File: config.mk
export PLATFORM = sky130hd
export DESIGN_NAME = next_combination_generator_flat
export DESIGN_NICKNAME = d
export VERILOG_FILES = /design/src/hdl/ncg_pkg.sv /design/src/hdl/ncg_if.sv /design/src/hdl/ncg_cell.sv /design/src/hdl/next_combination_generator.sv /design/src/flat_wrapper.sv
export VERILOG_INCLUDE_DIRS = /design/src /design/src/hdl
export SDC_FILE = /design/constraint.sdc
export NUM_CORES = 1
export LEC_CHECK = 0
export BUFFER_PORTS_ARGS = -buffer_cell sky130_fd_sc_hd__buf_2
export CELL_PAD_IN_SITES_DETAIL_PLACEMENT = 1
export CELL_PAD_IN_SITES_GLOBAL_PLACEMENT = 1
export CORE_MARGIN = 2
export CORE_UTILIZATION = 50
export DETAILED_ROUTE_END_ITERATION = 10
export GPL_ROUTABILITY_DRIVEN = 0
export HOLD_SLACK_MARGIN = 0.05
export PLACE_DENSITY_LB_ADDON = 0.15
export SYNTH_ARGS = -nofsm -noshare
export SYNTH_HDL_FRONTEND = slang
export SYNTH_SLANG_ARGS = --single-unit
File: constraint.sdc
create_clock -name clk -period 8.1 [get_ports clk]
set_input_delay 0.405 -clock clk [delete_from_list [all_inputs] [get_ports clk]]
set_output_delay 0.405 -clock clk [all_outputs]
set_load 0.01 [all_outputs]
File: src/hdl/assert_macros.svh
// assertion macros shared by the rtl
`ifndef ASSERT_MACROS_SVH
`define ASSERT_MACROS_SVH

// antecedent implies consequent in the same cycle
`define ASSERT_IMPL(lbl, ante, cons, msg) \
	lbl: assert property (@(posedge clk) disable iff (!arst_n) (ante) |-> (cons)) \
		else $error(msg);

// antecedent implies consequent in the next cycle
`define ASSERT_NEXT(lbl, ante, cons, msg) \
	lbl: assert property (@(posedge clk) disable iff (!arst_n) (ante) |=> (cons)) \
		else $error(msg);

// condition holds at every edge out of reset
`define ASSERT_ALWAYS(lbl, cond, msg) \
	lbl: assert property (@(posedge clk) disable iff (!arst_n) (cond)) \
		else $error(msg);

`endif

File: src/hdl/ncg_pkg.sv
// types and constants of the next combination generator
`default_nettype none

package ncg_pkg;

	localparam int unsigned OPCODE_W   = 2;
	localparam int unsigned POS_W      = 4;
	localparam int unsigned LOAD_W     = 8;
	localparam int unsigned INDEX_W    = 4;
	localparam int unsigned SET_SIZE_W = 5;
	localparam int unsigned MAXVAL_W   = 8;
	localparam int unsigned CFG_IDX_W  = 1;
	localparam int unsigned CFG_DATA_W = 8;

	typedef enum logic [CFG_IDX_W-1:0] {
		CFG_SET_SIZE  = 1'b0,
		CFG_MAX_VALUE = 1'b1
	} ncg_cfg_t;

	typedef enum logic [OPCODE_W-1:0] {
		OP_START   = 2'd0,
		OP_ADVANCE = 2'd1,
		OP_LOAD    = 2'd2,
		OP_NOP     = 2'd3
	} ncg_op_t;

	typedef enum logic [1:0] {
		ST_IDLE,
		ST_MODES,
		ST_EMIT
	} ncg_state_t;

	// what a cell does to its element when it reaches the head of the row
	typedef enum logic [1:0] {
		MODE_KEEP,
		MODE_INCR,
		MODE_REFILL
	} ncg_mode_t;

	typedef struct packed {
		logic             start;
		logic             capture;
		logic             set_mode;
		logic             shift;
		logic             load;
		logic [POS_W-1:0] load_pos;
		logic             mv_ok;
	} ncg_ctrl_t;

endpackage

`default_nettype wire

File: src/hdl/ncg_if.sv
// valid/ready channels of the next combination generator
`default_nettype none

interface ncg_in_if;
	import ncg_pkg::*;

	logic                valid;
	logic                ready;
	logic [OPCODE_W-1:0] opcode;
	logic [POS_W-1:0]    position;
	logic [LOAD_W-1:0]   value;

	modport source (output valid, output opcode, output position, output value, input ready);
	modport sink (input valid, input opcode, input position, input value, output ready);
endinterface

interface ncg_out_if #(
	parameter int unsigned VALUE_BITS = 8
);
	import ncg_pkg::*;

	logic                  valid;
	logic                  ready;
	logic [VALUE_BITS-1:0] element;
	logic [INDEX_W-1:0]    index;
	logic                  advanced;
	logic                  last;

	modport source (output valid, output element, output index, output advanced, output last,
		input ready);
	modport sink (input valid, input element, input index, input advanced, input last,
		output ready);
endinterface

`default_nettype wire

File: src/hdl/ncg_cell.sv
// one position of the combination row
`default_nettype none

module ncg_cell #(
	parameter int unsigned IDX        = 0,
	parameter int unsigned VALUE_BITS = 8,
	parameter int unsigned KW         = 5
) (
	input  wire logic                      clk,
	input  wire logic                      arst_n,
	input  wire ncg_pkg::ncg_ctrl_t        ctrl,
	input  wire logic [KW-1:0]             k,
	input  wire logic [ncg_pkg::MAXVAL_W-1:0] max_value,
	input  wire logic [ncg_pkg::LOAD_W-1:0]   load_value,
	input  wire logic [VALUE_BITS-1:0]     tail_value,
	input  wire logic [VALUE_BITS-1:0]     right_value,
	input  wire ncg_pkg::ncg_mode_t        right_mode,
	input  wire logic                      right_any,
	input  wire logic                      any_flag,
	output logic [VALUE_BITS-1:0]          value,
	output ncg_pkg::ncg_mode_t             mode,
	output logic                           any_out
);
	import ncg_pkg::*;

	localparam int unsigned SUM_W    = ((VALUE_BITS > MAXVAL_W) ? VALUE_BITS : MAXVAL_W) + 2;
	localparam logic [KW:0] IDX_V    = (KW+1)'(IDX);
	localparam bit          LOADABLE = (IDX < (1 << POS_W));

	logic [VALUE_BITS-1:0] value_q;
	ncg_mode_t             mode_q;
	logic                  flag_q;
	logic                  active;
	logic                  is_tail;
	logic                  load_hit;
	logic [KW:0]           gap;
	logic [SUM_W-1:0]      sum;
	logic                  flag_next;
	ncg_mode_t             mode_next;

	assign active   = {1'b0, k} > IDX_V;
	assign is_tail  = {1'b0, k} == (IDX_V + (KW+1)'(1));
	assign load_hit = LOADABLE && (ctrl.load_pos == POS_W'(IDX));

	// below limit: value + (k-1-i) < max_value
	assign gap       = {1'b0, k} - IDX_V - (KW+1)'(1);
	assign sum       = SUM_W'(value_q) + SUM_W'(gap);
	assign flag_next = active && ctrl.mv_ok && (sum < SUM_W'(max_value));

	always_comb begin
		if (!active) begin
			mode_next = MODE_KEEP;
		end else if (flag_q && !right_any) begin
			mode_next = MODE_INCR;
		end else if (!flag_q && !right_any && any_flag) begin
			mode_next = MODE_REFILL;
		end else begin
			mode_next = MODE_KEEP;
		end
	end

	always_ff @(posedge clk or negedge arst_n) begin
		if (!arst_n) begin
			value_q <= '0;
			mode_q  <= MODE_KEEP;
			flag_q  <= 1'b0;
		end else begin
			priority if (ctrl.start) begin
				if (active) begin
					value_q <= VALUE_BITS'(IDX);
				end
				mode_q <= MODE_KEEP;
			end else if (ctrl.load && load_hit) begin
				value_q <= VALUE_BITS'(load_value);
			end else if (ctrl.capture) begin
				flag_q <= flag_next;
			end else if (ctrl.set_mode) begin
				mode_q <= mode_next;
			end else if (ctrl.shift && active) begin
				value_q <= is_tail ? tail_value : right_value;
				mode_q  <= is_tail ? MODE_KEEP : right_mode;
			end
		end
	end

	assign value   = value_q;
	assign mode    = mode_q;
	assign any_out = flag_q || right_any;

endmodule

`default_nettype wire

File: src/hdl/next_combination_generator.sv
// top level of the next combination generator
`default_nettype none
`include "assert_macros.svh"

// Steps a k-element combination to its lexicographic successor. The elements
// live in a row of cells; each start or advance rotates the first k cells
// through the head of the row, one element per cycle unless the output
// register stalls, and every element is fixed up there (incremented at the
// pivot, refilled after it) on its way to the output register. A start goes
// straight to the rotation; an advance first captures the per-cell limit
// flags, then marks the pivot, then rotates. A load produces no item. The
// single head port of the row sets this rate. A new item is taken as soon as
// the last element has moved into the output register.
module next_combination_generator #(
	parameter int unsigned MAX_SET_SIZE = 16,
	parameter int unsigned VALUE_BITS   = 8
) (
	input  wire logic                          clk,
	input  wire logic                          arst_n,
	ncg_in_if.sink                             in_ch,
	ncg_out_if.source                          out_ch,
	input  wire logic                          cfg_we,
	input  wire logic [ncg_pkg::CFG_IDX_W-1:0]  cfg_idx,
	input  wire logic [ncg_pkg::CFG_DATA_W-1:0] cfg_data
);
	import ncg_pkg::*;

	localparam int unsigned KW = $clog2(MAX_SET_SIZE + 1);

	logic [SET_SIZE_W-1:0] set_size_q;
	logic [MAXVAL_W-1:0]   max_value_q;
	logic [KW-1:0]         k;
	logic                  k_zero;

	ncg_state_t state_q;
	ncg_state_t state_d;
	ncg_ctrl_t  ctrl;
	ncg_op_t    op;
	logic       in_fire;
	logic       emit_step;
	logic       emit_done;

	logic [KW-1:0]         e_q;
	logic                  ok_q;
	logic [VALUE_BITS-1:0] prev_q;
	logic [VALUE_BITS-1:0] head_next;

	logic                  ov_q;
	logic [VALUE_BITS-1:0] element_q;
	logic [INDEX_W-1:0]    index_q;
	logic                  advanced_q;
	logic                  last_q;

	logic [VALUE_BITS-1:0] cell_value [MAX_SET_SIZE];
	ncg_mode_t             cell_mode  [MAX_SET_SIZE];
	logic                  cell_any   [MAX_SET_SIZE];
	logic [VALUE_BITS-1:0] right_value [MAX_SET_SIZE];
	ncg_mode_t             right_mode  [MAX_SET_SIZE];
	logic                  right_any   [MAX_SET_SIZE];
	logic [MAX_SET_SIZE-1:0] incr_vec;

	// configuration
	always_ff @(posedge clk or negedge arst_n) begin
		if (!arst_n) begin
			set_size_q  <= SET_SIZE_W'(1);
			max_value_q <= '1;
		end else if (cfg_we) begin
			unique case (ncg_cfg_t'(cfg_idx))
				CFG_SET_SIZE:  set_size_q  <= SET_SIZE_W'(cfg_data);
				CFG_MAX_VALUE: max_value_q <= MAXVAL_W'(cfg_data);
				default: ;
			endcase
		end
	end

	always_comb begin
		if (32'(set_size_q) > MAX_SET_SIZE) begin
			k = KW'(MAX_SET_SIZE);
		end else begin
			k = KW'(set_size_q);
		end
	end

	assign k_zero = (k == '0);
	assign op     = ncg_op_t'(in_ch.opcode);
	assign in_fire = in_ch.valid && in_ch.ready;
	assign emit_step = (state_q == ST_EMIT) && (!ov_q || out_ch.ready);
	assign emit_done = emit_step && (e_q == (k - KW'(1)));

	// next state
	always_comb begin
		state_d = state_q;
		unique case (state_q)
			ST_IDLE: begin
				if (in_fire && !k_zero) begin
					if (op == OP_START) begin
						state_d = ST_EMIT;
					end else if (op == OP_ADVANCE) begin
						state_d = ST_MODES;
					end
				end
			end
			ST_MODES: state_d = ST_EMIT;
			ST_EMIT: begin
				if (emit_done) begin
					state_d = ST_IDLE;
				end
			end
			default: state_d = ST_IDLE;
		endcase
	end

	// outputs of the sequencer
	always_comb begin
		ctrl          = '0;
		ctrl.load_pos = in_ch.position;
		ctrl.mv_ok    = 32'(max_value_q) >= 32'(k);
		in_ch.ready   = 1'b0;
		unique case (state_q)
			ST_IDLE: begin
				in_ch.ready  = 1'b1;
				ctrl.start   = in_fire && !k_zero && (op == OP_START);
				ctrl.capture = in_fire && !k_zero && (op == OP_ADVANCE);
				ctrl.load    = in_fire && (op == OP_LOAD);
			end
			ST_MODES: ctrl.set_mode = 1'b1;
			ST_EMIT:  ctrl.shift    = emit_step;
			default: ;
		endcase
	end

	always_ff @(posedge clk or negedge arst_n) begin
		if (!arst_n) begin
			state_q <= ST_IDLE;
		end else begin
			state_q <= state_d;
		end
	end

	// head of the row
	always_comb begin
		unique case (cell_mode[0])
			MODE_KEEP:   head_next = cell_value[0];
			MODE_INCR:   head_next = cell_value[0] + VALUE_BITS'(1);
			MODE_REFILL: head_next = prev_q + VALUE_BITS'(1);
			default:     head_next = cell_value[0];
		endcase
	end

	always_ff @(posedge clk or negedge arst_n) begin
		if (!arst_n) begin
			e_q  <= '0;
			ok_q <= 1'b0;
		end else begin
			if (state_q == ST_IDLE) begin
				e_q <= '0;
			end else if (emit_step) begin
				e_q <= e_q + KW'(1);
			end
			if (ctrl.start) begin
				ok_q <= 1'b1;
			end else if (ctrl.set_mode) begin
				ok_q <= cell_any[0];
			end
		end
	end

	always_ff @(posedge clk) begin
		if (emit_step) begin
			prev_q <= head_next;
		end
	end

	// output register
	always_ff @(posedge clk or negedge arst_n) begin
		if (!arst_n) begin
			ov_q <= 1'b0;
		end else if (emit_step) begin
			ov_q <= 1'b1;
		end else if (out_ch.ready) begin
			ov_q <= 1'b0;
		end
	end

	always_ff @(posedge clk) begin
		if (emit_step) begin
			element_q  <= head_next;
			index_q    <= INDEX_W'(e_q);
			advanced_q <= ok_q;
			last_q     <= (e_q == (k - KW'(1)));
		end
	end

	assign out_ch.valid    = ov_q;
	assign out_ch.element  = element_q;
	assign out_ch.index    = index_q;
	assign out_ch.advanced = advanced_q;
	assign out_ch.last     = last_q;

	// row of cells
	for (genvar g = 0; g < MAX_SET_SIZE; g++) begin : g_row
		if (g == MAX_SET_SIZE - 1) begin : g_end
			assign right_value[g] = head_next;
			assign right_mode[g]  = MODE_KEEP;
			assign right_any[g]   = 1'b0;
		end else begin : g_mid
			assign right_value[g] = cell_value[g+1];
			assign right_mode[g]  = cell_mode[g+1];
			assign right_any[g]   = cell_any[g+1];
		end

		ncg_cell #(
			.IDX        (g),
			.VALUE_BITS (VALUE_BITS),
			.KW         (KW)
		) u_cell (
			.clk         (clk),
			.arst_n      (arst_n),
			.ctrl        (ctrl),
			.k           (k),
			.max_value   (max_value_q),
			.load_value  (in_ch.value),
			.tail_value  (head_next),
			.right_value (right_value[g]),
			.right_mode  (right_mode[g]),
			.right_any   (right_any[g]),
			.any_flag    (cell_any[0]),
			.value       (cell_value[g]),
			.mode        (cell_mode[g]),
			.any_out     (cell_any[g])
		);

		assign incr_vec[g] = (cell_mode[g] == MODE_INCR);
	end

	`ASSERT_ALWAYS(a_one_pivot, $onehot0(incr_vec), "more than one cell marked as pivot")
	`ASSERT_NEXT(a_modes_to_emit, state_q == ST_MODES, state_q == ST_EMIT,
		"pivot marking not followed by emission")
	`ASSERT_IMPL(a_item_from_emit, $rose(ov_q), $past(state_q) == ST_EMIT,
		"output item appeared outside emission")

endmodule

`default_nettype wire

File: src/flat_wrapper.sv
// flat-port wrapper written by rule: the top's interface ports become plain ports
module next_combination_generator_flat import ncg_pkg::*;
#(
	parameter int unsigned MAX_SET_SIZE = 16,
	parameter int unsigned VALUE_BITS   = 8
)
  (clk, arst_n, cfg_we, cfg_idx, cfg_data, in_ch_valid, in_ch_opcode, in_ch_position, in_ch_value, in_ch_ready, out_ch_valid, out_ch_element, out_ch_index, out_ch_advanced, out_ch_last, out_ch_ready);
  ncg_in_if in_ch_i ();
  ncg_out_if #(.VALUE_BITS(VALUE_BITS)) out_ch_i ();
  input  wire logic clk;
  input  wire logic arst_n;
  input  wire logic cfg_we;
  input  wire logic [ncg_pkg::CFG_IDX_W-1:0] cfg_idx;
  input  wire logic [ncg_pkg::CFG_DATA_W-1:0] cfg_data;
  input wire logic [$bits(in_ch_i.valid)-1:0] in_ch_valid;
  input wire logic [$bits(in_ch_i.opcode)-1:0] in_ch_opcode;
  input wire logic [$bits(in_ch_i.position)-1:0] in_ch_position;
  input wire logic [$bits(in_ch_i.value)-1:0] in_ch_value;
  output wire logic [$bits(in_ch_i.ready)-1:0] in_ch_ready;
  output wire logic [$bits(out_ch_i.valid)-1:0] out_ch_valid;
  output wire logic [$bits(out_ch_i.element)-1:0] out_ch_element;
  output wire logic [$bits(out_ch_i.index)-1:0] out_ch_index;
  output wire logic [$bits(out_ch_i.advanced)-1:0] out_ch_advanced;
  output wire logic [$bits(out_ch_i.last)-1:0] out_ch_last;
  input wire logic [$bits(out_ch_i.ready)-1:0] out_ch_ready;
  assign in_ch_i.valid = in_ch_valid;
  assign in_ch_i.opcode = in_ch_opcode;
  assign in_ch_i.position = in_ch_position;
  assign in_ch_i.value = in_ch_value;
  assign in_ch_ready = in_ch_i.ready;
  assign out_ch_valid = out_ch_i.valid;
  assign out_ch_element = out_ch_i.element;
  assign out_ch_index = out_ch_i.index;
  assign out_ch_advanced = out_ch_i.advanced;
  assign out_ch_last = out_ch_i.last;
  assign out_ch_i.ready = out_ch_ready;
  next_combination_generator #(.MAX_SET_SIZE(MAX_SET_SIZE), .VALUE_BITS(VALUE_BITS)) u_core (.clk(clk), .arst_n(arst_n), .in_ch(in_ch_i), .out_ch(out_ch_i), .cfg_we(cfg_we), .cfg_idx(cfg_idx), .cfg_data(cfg_data));
endmodule
Word-level counts from Yosys, hierarchy flattened
Cells that the tools add are included.
{"block": "totals", "regBits": 212, "in_bits": 28, "output_inout_bits": 16, "wordCells": 792}
{"block": "classes", "add_sub_neg": 50, "magnitude_cmp": 34, "n_eq_ne": 105, "n_mux": 272, "bitwise": 18, "n_reduce_logical": 255}
{"cell": "2-to-1 mux 8 bit", "n": 111}
{"cell": "2-to-1 mux 2 bit", "n": 148}
{"cell": "adder 8 x 6 -> 9 bit", "n": 16}
{"cell": "less-than comparator 9 x 8 -> 1 bit", "n": 16}
{"cell": "logical AND 1 bit", "n": 117}
{"cell": "AND reduction 3 bit", "n": 33}
{"cell": "!= test 3 x 2 -> 1 bit (second input constant)", "n": 32}
{"cell": "nonzero test 3 bit", "n": 32}
{"cell": "subtractor 6 x 1 -> 6 bit (second input constant)", "n": 15}
{"cell": "AND reduction 4 bit", "n": 16}
{"cell": "subtractor 5 x 4 -> 6 bit (second input constant)", "n": 8}
{"cell": "== test 5 x 4 -> 1 bit (second input constant)", "n": 8}
{"cell": "> comparator 5 x 4 -> 1 bit (second input constant)", "n": 8}
{"cell": "!= test 2 x 1 -> 1 bit (second input constant)", "n": 19}
{"cell": "== test 4 bit (second input constant)", "n": 8}
{"cell": "logical NOT 1 bit", "n": 32}
{"cell": "!= test 2 bit (second input constant)", "n": 16}
{"cell": "subtractor 5 x 3 -> 6 bit (second input constant)", "n": 4}
{"cell": "== test 5 x 3 -> 1 bit (second input constant)", "n": 4}
{"cell": "> comparator 5 x 3 -> 1 bit (second input constant)", "n": 4}
{"cell": "inverter 1 bit", "n": 18}
{"cell": "adder 8 x 1 -> 8 bit (second input constant)", "n": 2}
{"cell": "== test 4 x 3 -> 1 bit (second input constant)", "n": 4}
{"cell": "logical OR 1 bit", "n": 16}
{"cell": "other kinds (25)", "n": 47}

Longest topological paths before layout
{"block": "logic_depth", "ltp_word": 24, "depth_mapped": 20, "depth_no_buf": 19}

Modules after synthesis
A second synthesis with hierarchy kept.
{"block": "hier_totals", "hier_cells": 2579, "hier_area_um2": 23223.5}
{"module": "next_combination_generator", "n_inst": 1, "cells_per_inst": 186, "area_each_um2": 2113.3, "seq_area_each_um2": 982.2}
{"module": "ncg_cell (u_core.g_row[13].u_cell)", "n_inst": 1, "cells_per_inst": 173, "area_each_um2": 1516.5, "seq_area_each_um2": 275.3}
{"module": "ncg_cell (u_core.g_row[9].u_cell)", "n_inst": 1, "cells_per_inst": 166, "area_each_um2": 1405.1, "seq_area_each_um2": 275.3}
{"module": "ncg_cell (u_core.g_row[1].u_cell)", "n_inst": 1, "cells_per_inst": 165, "area_each_um2": 1392.6, "seq_area_each_um2": 275.3}
{"module": "ncg_cell (u_core.g_row[14].u_cell)", "n_inst": 1, "cells_per_inst": 159, "area_each_um2": 1365.1, "seq_area_each_um2": 275.3}
{"module": "ncg_cell (u_core.g_row[12].u_cell)", "n_inst": 1, "cells_per_inst": 151, "area_each_um2": 1347.5, "seq_area_each_um2": 275.3}
{"module": "ncg_cell (u_core.g_row[3].u_cell)", "n_inst": 1, "cells_per_inst": 143, "area_each_um2": 1331.3, "seq_area_each_um2": 275.3}
{"module": "ncg_cell (u_core.g_row[5].u_cell)", "n_inst": 1, "cells_per_inst": 135, "area_each_um2": 1327.5, "seq_area_each_um2": 275.3}
{"module": "ncg_cell (u_core.g_row[11].u_cell)", "n_inst": 1, "cells_per_inst": 142, "area_each_um2": 1310.0, "seq_area_each_um2": 275.3}
{"module": "ncg_cell (u_core.g_row[4].u_cell)", "n_inst": 1, "cells_per_inst": 143, "area_each_um2": 1298.7, "seq_area_each_um2": 275.3}
{"module": "ncg_cell (u_core.g_row[8].u_cell)", "n_inst": 1, "cells_per_inst": 151, "area_each_um2": 1295.0, "seq_area_each_um2": 275.3}
{"module": "ncg_cell (u_core.g_row[2].u_cell)", "n_inst": 1, "cells_per_inst": 153, "area_each_um2": 1291.2, "seq_area_each_um2": 275.3}
{"module": "ncg_cell (u_core.g_row[10].u_cell)", "n_inst": 1, "cells_per_inst": 148, "area_each_um2": 1282.5, "seq_area_each_um2": 275.3}
{"module": "ncg_cell (u_core.g_row[0].u_cell)", "n_inst": 1, "cells_per_inst": 142, "area_each_um2": 1280.0, "seq_area_each_um2": 275.3}
{"module": "+3 rows"}

Worst setup path before layout
No wires, ideal clock.
{"block": "synth_timing", "path_type": "register -> register", "from": "reg u_core.set_size_q[4]", "to": "reg u_core.g_row[10].u_cell.flag_q", "setup_time_ps": 121, "arrival_time_ps": 4354, "required_ps": 7979, "setup_slack_ps": 3625, "stages_incl_launch_ff": 20, "path_buffers": 2, "synth_period_minus_slack_ps": 4475, "path_cell_list": "dfrtp_1 > inv_2 > clkbuf_1 > nand2_1 > inv_1 > ha_1 > clkbuf_1 > xor2_1 > inv_1 > ha_1 > a21oi_1 > nor2b_1 > o21a_1 > mux2i_1 > or3b_2 > ha_1 > o21ai_0 > a21oi_1 > nor4_1 > a22o_1"}
{"block": "synth_via", "elab_chain_len": 9, "word_cells_on_any_way": 18, "classes_between": "add/sub (3); order compare (4); mux (2); bitwise (1); reduce/logical (8)"}
{"element": "start: declaration", "line_no": "next_combination_generator.sv:30", "text": "logic [SET_SIZE_W-1:0] set_size_q;"}
{"element": "start signal: assignment", "line_no": "next_combination_generator.sv:69", "text": "CFG_SET_SIZE: set_size_q <= SET_SIZE_W'(cfg_data);"}
{"element": "> comparator 5 bit", "line_no": "next_combination_generator.sv:77", "text": "if (32'(set_size_q) > MAX_SET_SIZE) begin"}
{"element": "2-to-1 mux 5 bit (*)", "line_no": "next_combination_generator.sv:77"}
{"element": "branches (longest 7 deep; another with adder 8 x 6 -> 9 bit)"}
{"element": "end signal: assignment", "line_no": "ncg_cell.sv:76", "text": "flag_q <= flag_next;"}
{"element": "end: declaration", "line_no": "ncg_cell.sv:32", "text": "logic flag_q;"}
Mark *: on every way between the ends.
A chain may end at the register's enable or synchronous reset.

Worst setup path in the final report
{"block": "layout_timing", "from": "reg u_core.set_size_q[1]", "to": "reg u_core.g_row[12].u_cell.flag_q"}
{"block": "layout_via", "elab_chain_len": 9, "word_cells_on_any_way": 18, "classes_between": "add/sub (3); order compare (4); mux (2); bitwise (1); reduce/logical (8)"}
{"element": "> comparator 5 bit", "line_no": "next_combination_generator.sv:77"}
{"element": "2-to-1 mux 5 bit (*)", "line_no": "next_combination_generator.sv:77"}
{"element": "branches (longest 7 deep; another with adder 8 x 6 -> 9 bit)"}
{"element": "end signal: assignment", "line_no": "ncg_cell.sv:76"}
{"element": "end: declaration", "line_no": "ncg_cell.sv:32"}
Marked as above.

==> impl_metrics.py <==
metrics = {
    "status": {
        "status": "complete, no violations",
    },
    "critical_path": {
        "rrSetupSlack_ns": 2.52,
        "r2r-start": "u_core.set_size_q[1]",
        "cp_top_family": "compound AO/OA/AOI/OAI gates",
        "reg2reg_depth": 15,
        "crit_path_top_delay_cell": "nand2_1",
        "critPathMaxStageDelay_ns": 0.71,
        "path_cells": "nand2_1 -> inv_1 -> ha_1 -> a21oi_1 -> xnor2_1 -> inv_1 -> ha_1 -> o21ai_0 -> a21boi_0 -> a21oi_1 -> ha_1 -> a21o_1 -> a211oi_1 -> a21oi_1 -> o31ai_1",
        "crit_buf_inv": 2,
        "start_kind": "flip-flop",
        "critPathCaptureType": "flip-flop",
        "critPathArrivalTime_ns": 6.07,
        "critPathRequiredTime_ns": 8.59,
        "startpoint": "u_core.set_size_q[1]",
        "crit_fanout": 11,
        "r2r_end": "u_core.g_row[12].u_cell.flag_q",
        "timing_worst_setup_path_type": "reg -> reg",
    },
    "synth": {
        "synth_edf_count": 14,
        "yosys-top-cells-area": "dfrtp_1 24%, ha_1 15%, o21ai_0 5.1%",
        "yosysWarnings": 0,
        "synth.cell_area_um2": 19600,
        "synth_top_area_frac": 0.241,
        "synthArstFlopShare": 0.934,
        "yosysUniqueCellTypes": 96,
        "synth_ff_type": "dfrtp_1",
        "ys_seq_area_frac": 0.275,
        "synth_top_area_cell": "dfrtp_1",
        "synth_seq_cells": 212,
        "avgSynthCellArea_um2": 8.25,
        "synth_fp_nets": 2656,
        "synthCells": 2378,
    },
    "finish": {
        "area_delta_synth_final_pct": 8.07,
        "drive_gt1_frac": 0.0796,
        "final_cell_mix": "240 x nor2_1, 234 x ha_1, 198 x o21ai_0",
        "diodes": 0,
        "final_common_cell": "nor2_1",
        "nNetsFinal": 2655,
        "fillers": 4748,
    },
    "clock_network": {
        "hold_buffers": 1,
        "root_buffer": "clkbuf_16",
        "cts_tree": "done",
        "post_cts_buffers": 0,
        "path_clk_slew_ns": 0.06,
        "clock_path_buffers": 3,
        "numCtsBuffers": 28,
        "cts_resized": 0,
        "cts.sinks": 212,
        "clk-insertion-delay-late_ns": 0.60,
        "htreeDepth": 1,
    },
    "power": {
        "swShare": 0.514,
        "p_clk_frac": 0.133,
        "irDropWorstVdd_uv": 200,
        "p_int_mw": 4.64,
        "switching_power_mw": 4.90,
        "comb_power_share": 0.640,
        "p_leak_nw": 9.40,
        "p_seq_frac": 0.227,
        "powerDensity_nw_per_um2": 449,
    },
    "global_route": {
        "grt_max_degree": 74,
        "grt_overflow": 0,
        "grt_pass1_vias": 21132,
        "grtUsageTotal": 0.430,
        "grt_first_pass_wirelength_mm": 132,
        "antenna_found_initial": 1,
    },
    "hold_path": {
        "hold_class": "in -> reg",
        "worstHoldStart": "cfg_data[5]",
        "holdPathStages": 2,
        "hold_end": "u_core.max_value_q[5]",
    },
    "routing": {
        "drc": 0,
        "drtIter0Drc": 2161,
        "antenna_left": 0,
        "viasPerCell": 7.03,
        "wire_per_inst_um": 30.5,
        "routed_wl_mm": 89.1,
        "vias": 20516,
        "first_pass_iters": 5,
    },
    "job": {
        "maxCapViolCount": 0,
    },
    "placed_design": {
        "preCtsSetupSlack_ns": 2.84,
        "place_hpwl_mm": 63.1,
        "port_buffers": 43,
    },
    "floorplanning": {
        "dieHeight_um": 202,
        "io_pins": 44,
        "dieArea_um2": 40800,
        "coreArea_um2": 38700,
        "row_count": 72,
        "die_x_um": 202,
        "initial_core_util": 0.507,
    },
    "sta": {
        "worst_slack_ns": 2.52,
        "setup_viol_count_final": 0,
        "rsz0062_at_grt": "no",
        "fin_skew_ns": 0.0241,
        "slew_headroom": 0.176,
        "setup_tns_ns": 0,
        "min_period_ns": 5.58,
        "tightest_slew_ns": 1.23,
        "maxSlewViolCount": 0,
        "clock.fmax_mhz": 179,
        "fin_crit_sh": 0.689,
        "hold_viol": 0,
    },
}
[cell usage after synthesis (38+ instances only)]
cell and n:
a21o_1 38, a21oi_1 182, clkbuf_1 63, dfrtp_1 189, ha_1 234, inv_1 97
nand2_1 197, nand3_1 90, nor2_1 240, nor2b_1 46, nor3_1 45, o211ai_1 39
o21ai_0 198, xnor2_1 81
[worst reg2reg max path, delay by kind of cell, from the launching register on]
kind / cells / cell delay [ns]
AO/OA/AOI/OAI: 8 / 1.49
flip-flops: 1 / 0.67
adder cells (fa/ha/maj): 3 / 1.17
XOR/XNOR: 1 / 0.63
AND/OR/NAND/NOR: 1 / 0.72
buffers and inverters: 2 / 0.81
[sequential cells by signal, summed over array words and instances (netlist names)]
signal                      cells
u_core.e_q                      5
u_core.g_row.u_cell.flag_q     16
u_core.g_row.u_cell.mode       32
u_core.g_row.u_cell.value     128
u_core.max_value_q              8
u_core.ok_q                     1
u_core.out_ch.advanced          1
u_core.out_ch.element           8
u_core.out_ch.index             4
u_core.out_ch.last              1
u_core.out_ch.valid             1
u_core.set_size_q               5
u_core.state_q                  2
[cells by family (layout without fill, tap and decap cells)]
kind of cell               count (synthesis)  after routing  share of synthesized area
AOI/OAI and AO/OA                        747            747                      0.245
xor gates and xnor gates                  94             94                     0.0420
adders and majority gates                250            250                      0.166
buffers and inverters                    217            238                     0.0460
DFF                                      212            212                      0.275
muxes                                     33             33                     0.0178
and+or+nand+nor                          825            825                      0.209
[layer usage]
layer | global-route usage | vias up | wire [um]
met5 | 0 | - | 0
met4 | 0.321 | 0 | 7890
met3 | 0.0943 | 448 | 9040
met2 | 0.661 | 1227 | 38200
met1 | 0.531 | 10078 | 33900
li1 | - | 8763 | -
[area by class of cell]
type | count | area, um^2 | share of cell area
clock buffers | 41 | 811 | 0.0382
clock inverters | 11 | 82.6 | 0.00389
inverters | 104 | 395 | 0.0186
multi-input cells | 1949 | 13400 | 0.630
flip-flops and latches | 212 | 5390 | 0.254
well taps | 518 | 648 | 0.0306
repair buffers | 82 | 519 | 0.0245
[worst max path at each step]
stage | end | depth (start not counted)
floorplan | u_core.g_row[10].u_cell.flag_q | 19
global placement | u_core.g_row[6].u_cell.flag_q | 16
detailed placement | u_core.g_row[12].u_cell.flag_q | 16
CTS | u_core.g_row[12].u_cell.flag_q | 16
global route | u_core.g_row[12].u_cell.flag_q | 16
finish | u_core.g_row[12].u_cell.flag_q | 15
[per-stage QoR]
step                area [um^2]  total power [mW]  instances   util  hold slack, ns
floorplan                 19600              5.97       2378      -           0.109
CTS                       21200              9.31       2917  0.547          0.0582
global route              21200              10.1       2917  0.547          0.0635
detailed placement        20300              7.99       2864  0.524           0.416
finish                    21200              9.53       2917  0.547          0.0614
global placement          20300              7.64       2864  0.524           0.407
[power by group through the flow]
stage	Sequential, mW	Combinational (mW)	Clock, mW
2_1_floorplan	1.83	4.14	0
3_3_place_gp	2.12	5.52	0
3_5_place_dp	2.13	5.85	0
4_1_cts	2.12	5.93	1.26
5_1_grt	2.18	6.63	1.30
6_report	2.16	6.10	1.27
(Power assumes the default switching activity.)
